==> src/rtl/scp_pkg.sv <==
package scp_pkg;

  localparam int MAX_FIELD_DEF     = 30;
  localparam int KEY_MATCH_LEN_DEF = 5;

  localparam int KW_COUNT   = 10;
  localparam int KW_LEN_MAX = 5;
  localparam int NUM_SLOTS  = 3;
  localparam int Q_DEPTH    = 2;
  localparam int Q_CNT_W    = $clog2(Q_DEPTH + 1);

  typedef enum logic [2:0] {
    CLS_EQ,
    CLS_SEMI,
    CLS_COMMA,
    CLS_SPACE,
    CLS_PLUS,
    CLS_MINUS,
    CLS_DIGIT,
    CLS_OTHER
  } byte_cls_t;

  typedef struct packed {
    byte_cls_t  cls;
    logic [7:0] data;
  } scp_item_t;

  typedef struct packed {
    logic               head_valid;
    logic               full;
    logic [Q_CNT_W-1:0] count;
  } scp_qstat_t;

  typedef struct packed {
    logic [KW_LEN_MAX*8-1:0] text;
    logic [2:0]              len;
    logic [3:0]              code;
  } kw_t;

  // Keyword text is left-justified: the first character sits in the top byte.
  localparam kw_t KW_TABLE [KW_COUNT] = '{
    '{text: {"id", 24'h0},    len: 3'd2, code: 4'd1},
    '{text: "reset",          len: 3'd5, code: 4'd2},
    '{text: {"r1", 24'h0},    len: 3'd2, code: 4'd3},
    '{text: {"r2", 24'h0},    len: 3'd2, code: 4'd4},
    '{text: {"r3", 24'h0},    len: 3'd2, code: 4'd5},
    '{text: {"r4", 24'h0},    len: 3'd2, code: 4'd6},
    '{text: {"rgb0", 8'h0},   len: 3'd4, code: 4'd7},
    '{text: {"rgb1", 8'h0},   len: 3'd4, code: 4'd8},
    '{text: "rgb_r",          len: 3'd5, code: 4'd9},
    '{text: "rgb_a",          len: 3'd5, code: 4'd10}
  };

  localparam logic [3:0] CODE_INVALID = 4'd0;

  function automatic logic [3:0] key_lookup(input logic [KW_LEN_MAX-1:0][7:0] pfx,
                                            input logic [2:0] len);
    logic [3:0] code;
    logic       same;
    code = CODE_INVALID;
    for (int k = KW_COUNT - 1; k >= 0; k--) begin
      same = (KW_TABLE[k].len == len);
      for (int i = 0; i < KW_LEN_MAX; i++) begin
        if ((3'(i) < len) && (pfx[i] != KW_TABLE[k].text[KW_LEN_MAX*8-1-8*i -: 8])) begin
          same = 1'b0;
        end
      end
      if (same) begin
        code = KW_TABLE[k].code;
      end
    end
    return code;
  endfunction

endpackage

==> src/rtl/scp_front.sv <==
module scp_front (
  input  logic               in_valid,
  input  logic [7:0]         in_rx_byte,
  output logic               in_ready,
  input  scp_pkg::scp_qstat_t qstat,
  output logic               push,
  output scp_pkg::scp_item_t  item
);
  import scp_pkg::*;

  byte_cls_t cls;

  always_comb begin
    priority if (in_rx_byte == 8'h3D) begin
      cls = CLS_EQ;
    end else if (in_rx_byte == 8'h3B) begin
      cls = CLS_SEMI;
    end else if (in_rx_byte == 8'h2C) begin
      cls = CLS_COMMA;
    end else if (in_rx_byte == 8'h20 || (in_rx_byte >= 8'h09 && in_rx_byte <= 8'h0D)) begin
      cls = CLS_SPACE;
    end else if (in_rx_byte == 8'h2B) begin
      cls = CLS_PLUS;
    end else if (in_rx_byte == 8'h2D) begin
      cls = CLS_MINUS;
    end else if (in_rx_byte >= 8'h30 && in_rx_byte <= 8'h39) begin
      cls = CLS_DIGIT;
    end else begin
      cls = CLS_OTHER;
    end
  end

  assign in_ready  = !qstat.full;
  assign push      = in_valid && !qstat.full;
  assign item.cls  = cls;
  assign item.data = in_rx_byte;

endmodule

==> src/rtl/scp_queue.sv <==
module scp_queue (
  input  logic               clk,
  input  logic               rst_n,
  input  logic               push,
  input  scp_pkg::scp_item_t  push_item,
  input  logic               pop,
  output scp_pkg::scp_item_t  head_item,
  output scp_pkg::scp_qstat_t qstat
);
  import scp_pkg::*;

  localparam int PTR_W = $clog2(Q_DEPTH);

  scp_item_t          mem [Q_DEPTH];
  logic [PTR_W-1:0]   wr_ptr_r;
  logic [PTR_W-1:0]   rd_ptr_r;
  logic [Q_CNT_W-1:0] cnt_r;

  always_ff @(posedge clk) begin
    if (!rst_n) begin
      wr_ptr_r <= '0;
      rd_ptr_r <= '0;
      cnt_r    <= '0;
    end else begin
      if (push) begin
        wr_ptr_r <= (wr_ptr_r == PTR_W'(Q_DEPTH - 1)) ? '0 : wr_ptr_r + 1'b1;
      end
      if (pop) begin
        rd_ptr_r <= (rd_ptr_r == PTR_W'(Q_DEPTH - 1)) ? '0 : rd_ptr_r + 1'b1;
      end
      unique case ({push, pop})
        2'b10:   cnt_r <= cnt_r + 1'b1;
        2'b01:   cnt_r <= cnt_r - 1'b1;
        default: cnt_r <= cnt_r;
      endcase
    end
  end

  always_ff @(posedge clk) begin
    if (push) begin
      mem[wr_ptr_r] <= push_item;
    end
  end

  assign head_item        = mem[rd_ptr_r];
  assign qstat.head_valid = (cnt_r != '0);
  assign qstat.full       = (cnt_r == Q_CNT_W'(Q_DEPTH));
  assign qstat.count      = cnt_r;

endmodule

==> src/rtl/scp_back.sv <==
module scp_back #(
  parameter int MAX_FIELD     = scp_pkg::MAX_FIELD_DEF,
  parameter int KEY_MATCH_LEN = scp_pkg::KEY_MATCH_LEN_DEF
) (
  input  logic               clk,
  input  logic               rst_n,
  input  scp_pkg::scp_qstat_t qstat,
  input  scp_pkg::scp_item_t  head_item,
  output logic               pop,
  output logic               out_valid,
  input  logic               out_ready,
  output logic [3:0]         out_command_code,
  output logic signed [31:0] out_value_one,
  output logic signed [31:0] out_value_two,
  output logic signed [31:0] out_value_three
);
  import scp_pkg::*;

  localparam int LEN_W = $clog2(MAX_FIELD + 2);
  localparam int IDX_W = $clog2(KEY_MATCH_LEN);

  localparam logic [1:0] PH_SKIP = 2'd0;
  localparam logic [1:0] PH_NUM  = 2'd1;
  localparam logic [1:0] PH_STOP = 2'd2;

  localparam logic [31:0] MAG_LIMIT = 32'h8000_0000;
  localparam logic [31:0] POS_MAX   = 32'h7FFF_FFFF;

  logic [7:0]       key_prefix_r [KEY_MATCH_LEN];
  logic [LEN_W-1:0] key_len_r,  key_len_nxt;
  logic             key_done_r, key_done_nxt;
  logic [2:0]       slot_r,     slot_nxt;
  logic [31:0]      acc_r   [NUM_SLOTS];
  logic [31:0]      acc_nxt [NUM_SLOTS];
  logic [LEN_W-1:0] vlen_r   [NUM_SLOTS];
  logic [LEN_W-1:0] vlen_nxt [NUM_SLOTS];
  logic [1:0]       phase_r   [NUM_SLOTS];
  logic [1:0]       phase_nxt [NUM_SLOTS];
  logic             neg_r   [NUM_SLOTS];
  logic             neg_nxt [NUM_SLOTS];

  logic             out_valid_r;
  logic [3:0]       code_r;
  logic [31:0]      val_r [NUM_SLOTS];

  logic             pfx_we;
  logic             emit;
  logic [1:0]       s;
  logic [LEN_W-1:0] key_len_inc;
  logic [LEN_W-1:0] vlen_inc;
  logic [35:0]      mul10;
  logic [31:0]      acc_step;
  logic [KW_LEN_MAX-1:0][7:0] pfx;
  logic [2:0]       match_len;
  logic [3:0]       code_nxt;
  logic [31:0]      val_nxt [NUM_SLOTS];

  assign pop = qstat.head_valid && (!out_valid_r || out_ready);
  assign s   = 2'(slot_r - 3'd1);

  assign key_len_inc = key_len_r + 1'b1;
  assign vlen_inc    = vlen_r[s] + 1'b1;
  assign mul10       = ({4'h0, acc_r[s]} << 3) + ({4'h0, acc_r[s]} << 1)
                     + {32'h0, head_item.data[3:0]};
  assign acc_step    = (mul10 > {4'h0, MAG_LIMIT}) ? MAG_LIMIT : mul10[31:0];

  always_comb begin
    for (int i = 0; i < KW_LEN_MAX; i++) begin
      pfx[i] = key_prefix_r[i];
    end
    match_len = (key_len_r <= LEN_W'(KW_LEN_MAX)) ? key_len_r[2:0] : 3'd0;
    code_nxt  = key_lookup(pfx, match_len);
    for (int i = 0; i < NUM_SLOTS; i++) begin
      if (neg_r[i]) begin
        val_nxt[i] = 32'd0 - acc_r[i];
      end else begin
        val_nxt[i] = (acc_r[i] > POS_MAX) ? POS_MAX : acc_r[i];
      end
    end
  end

  always_comb begin
    key_len_nxt  = key_len_r;
    key_done_nxt = key_done_r;
    slot_nxt     = slot_r;
    for (int i = 0; i < NUM_SLOTS; i++) begin
      acc_nxt[i]   = acc_r[i];
      vlen_nxt[i]  = vlen_r[i];
      phase_nxt[i] = phase_r[i];
      neg_nxt[i]   = neg_r[i];
    end
    pfx_we = 1'b0;
    emit   = 1'b0;

    if (pop) begin
      priority if (head_item.cls == CLS_EQ && key_len_r != '0) begin
        key_done_nxt = 1'b1;
      end else if (head_item.cls == CLS_SEMI) begin
        emit = (vlen_r[0] != '0) && (key_len_r != '0);
      end else if (head_item.cls == CLS_COMMA) begin
        if (slot_r < 3'd4) begin
          slot_nxt = slot_r + 3'd1;
        end
      end else if (!key_done_r) begin
        pfx_we      = (key_len_r < LEN_W'(KEY_MATCH_LEN));
        key_len_nxt = key_len_inc;
      end else if (slot_r >= 3'd1 && slot_r <= 3'd3) begin
        vlen_nxt[s] = vlen_inc;
        if (phase_r[s] == PH_SKIP) begin
          if (head_item.cls != CLS_SPACE) begin
            phase_nxt[s] = PH_NUM;
            if (head_item.cls == CLS_PLUS || head_item.cls == CLS_MINUS) begin
              neg_nxt[s] = (head_item.cls == CLS_MINUS);
            end else if (head_item.cls == CLS_DIGIT) begin
              acc_nxt[s] = acc_step;
            end else begin
              phase_nxt[s] = PH_STOP;
            end
          end
        end else if (phase_r[s] == PH_NUM) begin
          if (head_item.cls == CLS_DIGIT) begin
            acc_nxt[s] = acc_step;
          end else begin
            phase_nxt[s] = PH_STOP;
          end
        end
      end else begin
        // Bytes for a value slot past the third are dropped.
      end

      // A semicolon or an overlong field returns the parser to its idle state.
      if (head_item.cls == CLS_SEMI
          || (key_len_nxt > LEN_W'(MAX_FIELD))
          || (slot_r <= 3'd3 && vlen_nxt[s] > LEN_W'(MAX_FIELD))) begin
        key_len_nxt  = '0;
        key_done_nxt = 1'b0;
        slot_nxt     = 3'd1;
        for (int i = 0; i < NUM_SLOTS; i++) begin
          acc_nxt[i]   = '0;
          vlen_nxt[i]  = '0;
          phase_nxt[i] = PH_SKIP;
          neg_nxt[i]   = 1'b0;
        end
      end
    end
  end

  always_ff @(posedge clk) begin
    if (!rst_n) begin
      key_len_r   <= '0;
      key_done_r  <= 1'b0;
      slot_r      <= 3'd1;
      out_valid_r <= 1'b0;
      for (int i = 0; i < NUM_SLOTS; i++) begin
        acc_r[i]   <= '0;
        vlen_r[i]  <= '0;
        phase_r[i] <= PH_SKIP;
        neg_r[i]   <= 1'b0;
      end
    end else begin
      key_len_r  <= key_len_nxt;
      key_done_r <= key_done_nxt;
      slot_r     <= slot_nxt;
      for (int i = 0; i < NUM_SLOTS; i++) begin
        acc_r[i]   <= acc_nxt[i];
        vlen_r[i]  <= vlen_nxt[i];
        phase_r[i] <= phase_nxt[i];
        neg_r[i]   <= neg_nxt[i];
      end
      if (emit) begin
        out_valid_r <= 1'b1;
      end else if (out_ready) begin
        out_valid_r <= 1'b0;
      end
    end
  end

  always_ff @(posedge clk) begin
    if (pfx_we) begin
      key_prefix_r[key_len_r[IDX_W-1:0]] <= head_item.data;
    end
    if (emit) begin
      code_r <= code_nxt;
      for (int i = 0; i < NUM_SLOTS; i++) begin
        val_r[i] <= val_nxt[i];
      end
    end
  end

  assign out_valid        = out_valid_r;
  assign out_command_code = code_r;
  assign out_value_one    = val_r[0];
  assign out_value_two    = val_r[1];
  assign out_value_three  = val_r[2];

endmodule

==> src/rtl/serial_command_parser_unit.sv <==
// Channel  | Direction | Ports
// ---------+-----------+------------------------------------------------------------
// in       | input     | in_valid, in_ready, in_rx_byte
// out      | output    | out_valid, out_ready, out_command_code, out_value_one/two/three
//
// One byte is taken per cycle while in_ready is high; the back end retires one queued byte
// per cycle unless a result is held; a result is registered the cycle after its ';' retires.
// The front classifies a byte in the cycle it is accepted; a two-entry queue feeds the back.
// Reset is synchronous and active low; it clears the queue, the parser and out_valid.
// The back stalls only while a result waits in the output register; the queue then fills
// and in_ready drops once both entries are held.
module serial_command_parser_unit #(
  parameter int MAX_FIELD     = scp_pkg::MAX_FIELD_DEF,
  parameter int KEY_MATCH_LEN = scp_pkg::KEY_MATCH_LEN_DEF
) (
  input  logic               clk,
  input  logic               rst_n,
  input  logic               in_valid,
  output logic               in_ready,
  input  logic [7:0]         in_rx_byte,
  output logic               out_valid,
  input  logic               out_ready,
  output logic [3:0]         out_command_code,
  output logic signed [31:0] out_value_one,
  output logic signed [31:0] out_value_two,
  output logic signed [31:0] out_value_three
);
  import scp_pkg::*;

  scp_qstat_t qstat;
  scp_item_t  push_item;
  scp_item_t  head_item;
  logic       push;
  logic       pop;

  scp_front u_front (
    .in_valid   (in_valid),
    .in_rx_byte (in_rx_byte),
    .in_ready   (in_ready),
    .qstat      (qstat),
    .push       (push),
    .item       (push_item)
  );

  scp_queue u_queue (
    .clk       (clk),
    .rst_n     (rst_n),
    .push      (push),
    .push_item (push_item),
    .pop       (pop),
    .head_item (head_item),
    .qstat     (qstat)
  );

  scp_back #(
    .MAX_FIELD     (MAX_FIELD),
    .KEY_MATCH_LEN (KEY_MATCH_LEN)
  ) u_back (
    .clk              (clk),
    .rst_n            (rst_n),
    .qstat            (qstat),
    .head_item        (head_item),
    .pop              (pop),
    .out_valid        (out_valid),
    .out_ready        (out_ready),
    .out_command_code (out_command_code),
    .out_value_one    (out_value_one),
    .out_value_two    (out_value_two),
    .out_value_three  (out_value_three)
  );

  a_queue_bound: assert property (@(posedge clk) disable iff (!rst_n)
    qstat.count <= Q_CNT_W'(Q_DEPTH))
    else $error("Queue holds more items than it has entries.");

  a_no_pop_when_blocked: assert property (@(posedge clk) disable iff (!rst_n)
    pop |-> (!out_valid || out_ready))
    else $error("Back end retired an item while a result was still held.");

  a_result_from_semicolon: assert property (@(posedge clk) disable iff (!rst_n)
    $rose(out_valid) |-> $past(pop && head_item.cls == CLS_SEMI))
    else $error("A result appeared without a semicolon being retired.");

  a_push_needs_room: assert property (@(posedge clk) disable iff (!rst_n)
    (qstat.full && !pop) |=> !qstat.head_valid || qstat.full || $past(pop))
    else $error("Queue lost an item while full.");

endmodule

==> config.mk <==
export PLATFORM = sky130hd
export DESIGN_NAME = serial_command_parser_unit
export DESIGN_NICKNAME = d
export VERILOG_FILES = /design/src/rtl/scp_pkg.sv /design/src/rtl/scp_front.sv /design/src/rtl/scp_queue.sv /design/src/rtl/scp_back.sv /design/src/rtl/serial_command_parser_unit.sv
export SDC_FILE = /design/constraint.sdc
export NUM_CORES = 1
export LEC_CHECK = 0
export BUFFER_PORTS_ARGS = -buffer_cell sky130_fd_sc_hd__buf_2
export CAP_MARGIN = 20
export CORE_MARGIN = 8
export CORE_UTILIZATION = 44
export DETAILED_ROUTE_END_ITERATION = 16
export GPL_TIMING_DRIVEN = 0
export PLACE_DENSITY = 0.71
export SYNTH_ARGS = -nofsm -noshare
export SYNTH_HDL_FRONTEND = slang
export SYNTH_HIERARCHICAL = 1
export SYNTH_SLANG_ARGS = --single-unit
==> constraint.sdc <==
create_clock -name clk -period 8.2 [get_ports clk]
set_input_delay 2.05 -clock clk [delete_from_list [all_inputs] [get_ports clk]]
set_output_delay 2.05 -clock clk [all_outputs]
set_load 0.02 [all_outputs]
* Word-level counts from Yosys, hierarchy flattened
Memory sizes are Yosys's and may differ from the RTL's. A register that Yosys moved wholly into a read port is not among the register bits.
Index checks and enable logic that the tools add are counted.
** Storage, ports and cells
- Register bits :: 18
- Memory bits (writable) :: 278
- Input bits :: 12
- Output and inout port bits :: 102
- Word-level logic and storage cells :: 334
- Memories kept :: 7
** Memories
- u_back.acc_r :: depth 3, bits a word 32, rd ports 4, clocked after Yosys merged registers in 0, wr ports 3, line scp_back.sv:33 : logic [31:0] acc_r [NUM_SLOTS];
- u_back.val_r :: depth 3, bits a word 32, rd ports 3, clocked after Yosys merged registers in 0, wr ports 3, line scp_back.sv:44 : logic [31:0] val_r [NUM_SLOTS];
- u_back.key_prefix_r :: depth 5, bits a word 8, rd ports 5, clocked after Yosys merged registers in 0, wr ports 1, line scp_back.sv:29 : logic [7:0] key_prefix_r [KEY_MATCH_LEN];
- u_queue.mem :: depth 2, bits a word 11, rd ports 1, clocked after Yosys merged registers in 1, wr ports 1, line scp_queue.sv:14 : scp_item_t mem [Q_DEPTH];
- u_back.vlen_r :: depth 3, bits a word 5, rd ports 4, clocked after Yosys merged registers in 0, wr ports 3, line scp_back.sv:35 : logic [LEN_W-1:0] vlen_r [NUM_SLOTS];
- u_back.phase_r :: depth 3, bits a word 2, rd ports 4, clocked after Yosys merged registers in 0, wr ports 3, line scp_back.sv:37 : logic [1:0] phase_r [NUM_SLOTS];
- +1 memories
** Operators by class
- Add/subtract/negate cells :: 13
- $lt $le $gt $ge :: 22
- Equal/unequal tests :: 39
- Mux-type cells :: 168
- Bitwise gates (word level) :: 21
- Reduce and logical (&&, ||, !) cells :: 54
** Operator list (count)
- two-way mux 96 bit :: 12
- two-way mux 32 bit :: 11
- two-way mux 15 bit :: 8
- bitwise mux 96 bit :: 1
- greater-than comparator 32 x 31 -> 1 bit (second input constant) :: 3
- != test 8 x 7 -> 1 bit (second input constant) :: 12
- subtractor 1 x 32 -> 32 bit (first input constant) :: 3
- two-way mux 3 bit :: 26
- two-way mux 6 bit :: 13
- two-way mux 1 bit :: 68
- demux 32 bit (select 2 bit) :: 1
- two-way mux 5 bit :: 12
- equality test 8 x 6 -> 1 bit (second input constant) :: 6
- != test 8 x 6 -> 1 bit (second input constant) :: 6
- adder 35 x 33 -> 36 bit :: 1
- adder 36 x 4 -> 36 bit :: 1
- greater-than comparator 36 x 32 -> 1 bit (second input constant) :: 1
- logical AND 1 bit :: 30
- nonzero test 8 bit :: 3
- bitwise mux 15 bit :: 1
- two-way mux 2 bit :: 6
- two-way mux 4 bit :: 3
- OR 1 bit :: 12
- nonzero test 2 bit :: 6
- other kinds (48) :: 71

* Depth between registers and ports, before layout
- Word-level depth :: 22
- Mapped depth :: 25
- Mapped depth without buffers :: 18

* By module
Netlist, hierarchy kept.
** By module, submodules not included
- scp_back :: instances 1, cells an instance 1825, area an instance 16353.2 sq um, sequential area each 6806.5 sq um
- scp_queue :: instances 1, cells an instance 56, area an instance 1008.5 sq um, sequential area each 760.7 sq um
- scp_front :: instances 1, cells an instance 33, area an instance 230.2 sq um, sequential area each 0.0 sq um

* Worst setup path before layout
OpenSTA, ideal clock, no wires.
- Path type :: reg-to-reg
- From :: reg u_back.slot_r[0]
- To :: mem u_back.acc_r[1][30]
- Library setup time :: 101 ps
- Arrival time :: 6038 ps
- Required time :: 8099 ps
- Path slack :: 2061 ps
- Stages on the path, launching flop included :: 24
- Path buffers :: 8
- Clock period less this slack :: 6139 ps
- Cell sequence :: dfxtp_1 -> buf_2 -> buf_1 -> inv_1 -> ha_1 -> clkbuf_1 -> clkbuf_1 -> clkbuf_1 -> clkbuf_1 -> o21a_1 -> fa_1 -> inv_1 -> ha_1 -> a21o_1 -> and4_1 -> o21ai_0 -> a21oi_1 -> or3_1 -> a2111o_1 -> nor4_1 -> a21oi_1 -> clkbuf_1 -> clkbuf_1 -> o41ai_1
** RTL lines
- start, declared :: line scp_back.sv:32 : logic [2:0] slot_r, slot_nxt;
- start signal, assigned :: line scp_back.sv:163 : slot_r <= slot_nxt;
- end, declared :: line scp_back.sv:33

==> impl_metrics.ini <==
[setup_path]
path_cells = clkbuf_4, inv_1, ha_1, clkbuf_1, clkbuf_1, clkbuf_2, clkbuf_1, nand2_1, o21ai_0, ha_1, ha_1, clkbuf_1, a21oi_1, o21ai_0, or2_2, o21a_1, o311ai_0, o2111ai_1, nor4b_1, a21oi_1, clkbuf_1, clkbuf_1, o41ai_1
startpoint = u_back/slot_r[0]
cp_data_required_time_ns = 8.63
cp_common_cell = clkbuf_1
cp-end-kind = flop
cpMaxStageDelayCell = o311ai_0
path_max_fanout = 19
arrival_ns = 8.19
r2r_start = u_back/slot_r[0]
setup.worst_path.class = flop to flop
cpPeakStageDelay_ns = 0.62
cp-start-kind = flop

[synthesis]
yosysUniqueCellTypes = 84
syn_area_per_cell_sq_um = 9.191
synth_most_common_cell = nand2_1
synthCells = 1914
synth-edff-count = 162
async_flop_share = 0
yosysSeqAreaShare = 0.4302
ys_top_cells_by_area = edfxtp_1, dfxtp_1, ha_1, nand2_1, mux2i_1
synth.net_count = 2008
synth-main-ff-cell = edfxtp_1
synth_top_area_cell = edfxtp_1
syn-cell-area_sq_um = 17590
yosys_warnings = 6
synth_top_area_share = 0.2765
ys_ff_latch = 297
synthTopCellsByCount = nand2_1, edfxtp_1, dfxtp_1, clkbuf_1, nor2_1

[timing]
fin_skew_ns = 0.02865
fmax_mhz = 128.8
final.min_clock_period_ns = 7.765
setup_viol = 0
finalHoldViolCount = 0
slew_violations = 0
layout_setup_ws_ns = 0.4352
tightest_slew_ns = 1.223
fin_crit_sh = 0.9469
rsz0062_at_grt = false
fin_hold_ws_ns = 0.4966
relSlewSlack = 0.1769

[hold_path]
hold_class = flop to flop
hp-start = u_back/vlen_r[2][2]

[global_routing]
overflow = 0
grt_max_degree = 70
antenna_found_initial = 1
grt.total_usage = 0.2315
grt_pass1_vias = 15140
grt_pass1_wl_um = 86880

[place]
placed_area_sq_um = 18840
hpwl_um = 43080
port_buffers = 110
dp_slack_ns = -0.1897
place_congestion = 0.9829

[pwr]
p_sw_frac = 0.2508
ir_drop_mv = 0.1977
pwr-share-clk = 0.436
total_power_mw = 3.543
power_density_nw_per_um2 = 177.3
p_sw_mw = 0.8884
internal_power_mw = 2.654
share_comb_of_total_power = 0.094
leakagePower_nw = 8.210
seq_power_share = 0.471

[clocking]
cts_max_path_buffers = 3
clock_tree.root_cell = clkbuf_16
path_clk_slew_ns = 0.06
clock_latency_ns = 0.55
ctsHtreeMaxLevel = 2
cts.sinks = 297
cts_buffers = 34
cts_tree = done

[finish]
drive_above_1_share = 0.1088
fill_cells = 3652
post-route-util = 0.5041
area_growth_syn_to_layout_pct = 13.59
fin_area_sq_um = 19980
num_antenna_cells = 0
nets = 2156

[die]
ios = 114
die_y_um = 216.0
row_count = 73
initial_core_util = 0.4438
core_area_sq_um = 39640
chipWidth_um = 216.0
die-area_sq_um = 46640

[run]
maxCapViolCount = 0

[routing]
first_iter_violations = 1593
viasPerCell = 6.094
drc = 0
wl_per_cell_um = 21.48
num_vias = 15920
ant_nets = 0
firstDrtPassIters = 7
wl_um = 56100

[status]
status = finished, final reports clean
per-stage QoR:
| step | TNS (ns) | std cells |
|---|---|---|
| finish | 0 | 2612 |
| global route | 0 | 2612 |
| CTS | 0 | 2611 |
| detailed placement | -5.277 | 2551 |
| global placement | -1.873 | 2549 |
| floorplan | 0 | 1914 |
power by group through the flow:
stage / combinational (mW) / sequential, mW / clock, mW
floorplan: 0.222 / 1.69 / 0
global placement: 0.315 / 1.70 / 0
detailed placement: 0.324 / 1.70 / 0
CTS: 0.327 / 1.67 / 1.57
global route: 0.360 / 1.67 / 1.63
finish: 0.333 / 1.67 / 1.54
state kept, by name, indices dropped and copies added, names as in the netlist, named ones only:
| signal | flops |
|---|---|
| u_back/acc_r | 96 |
| u_back/key_done_r | 1 |
| u_back/key_len_r | 5 |
| u_back/key_prefix_r | 40 |
| u_back/neg_r | 3 |
| u_back/out_command_code | 4 |
| u_back/out_valid | 1 |
| u_back/phase_r | 6 |
| u_back/slot_r | 3 |
| u_back/val_r | 96 |
| u_back/vlen_r | 15 |
| u_queue/cnt_r | 2 |
| u_queue/mem | 22 |
| u_queue/rd_ptr_r | 1 |
| u_queue/wr_ptr_r | 1 |
worst max-delay path, delay by kind of cell (launching register included):
family | cells | cell delay, ns
buffers and inverters | 9 | 2.92
AOI/OAI and AO/OA | 8 | 2.45
adders and majority gates | 3 | 0.97
and+or+nand+nor | 3 | 0.82
DFF | 1 | 0.44
routing by layer:
metal  track usage  vias to the layer above  routed length (um)
met5             0                        -                   0
met4        0.1010                        0                2482
met3       0.03315                      117                3675
met2        0.3794                      610               26000
met1        0.3019                     7680               23950
li1              -                     7510                   -
repair_timing:
| item | in CTS | in global routing |
|---|---|---|
| hold buffers | 0 | 0 |
| endpoints found under the hold margin | 0 | 0 |
| gates resized for setup | 0 | 4 |
| buffers inserted | 0 | 0 |
| endpoints found under the setup margin | 71 | 73 |
kinds of logic (layout without fill, tap and decap cells):
kind of cell | Yosys count | count (layout) | synth area share
simple gates | 732 | 732 | 0.2084
compound gates | 504 | 504 | 0.1982
flops | 297 | 297 | 0.4302
buf+inv | 189 | 362 | 0.04267
fa+ha+maj | 82 | 82 | 0.05918
mux | 81 | 81 | 0.04694
xor+xnor | 29 | 29 | 0.01444
final timing paths:
kind	end	cells past startpoint	slack, ns
worst max-delay path	u_back/acc_r[0][17]	23	0.44
worst min-delay path	u_back/vlen_r[2][2]	2	0.50
worst max register to register	u_back/acc_r[0][17]	23	0.44
worst min register to register	u_back/vlen_r[2][2]	2	0.50
cell type report:
type / count / area (sq um) / area share
multi-input cells: 1428 / 9283 / 0.4645
flip-flops and latches: 297 / 7567 / 0.3787
clock buffers: 42 / 932.1 / 0.04665
well taps: 525 / 656.9 / 0.03287
repair buffers: 113 / 590.6 / 0.02955
plain buffers: 138 / 563.0 / 0.02818
clock inverters: 19 / 202.7 / 0.01014
inverters: 50 / 187.7 / 0.009392
cell usage in the layout, fill, tap and decap left out, types with 22 or more instances in the layout:
cell type | synthesis | final
a31oi_1 | 32 | 32
mux2i_1 | 69 | 69
a211oi_1 | 25 | 25
nand2_1 | 263 | 263
buf_2 | 9 | 119
inv_1 | 49 | 49
o31ai_1 | 77 | 76
nor2_1 | 107 | 107
dfxtp_1 | 135 | 135
and2_1 | 27 | 27
o41ai_1 | 22 | 22
a21oi_1 | 97 | 97
nand3_1 | 42 | 42
o21a_1 | 30 | 30
or3_1 | 25 | 25
o21ai_0 | 76 | 76
or4_1 | 22 | 22
clkbuf_1 | 114 | 117
clkbuf_16 | 0 | 35
nor4_1 | 22 | 22
ha_1 | 80 | 80
nor3_1 | 75 | 75
nand4_1 | 51 | 51
edfxtp_1 | 162 | 162
(Power assumes the default switching activity.)
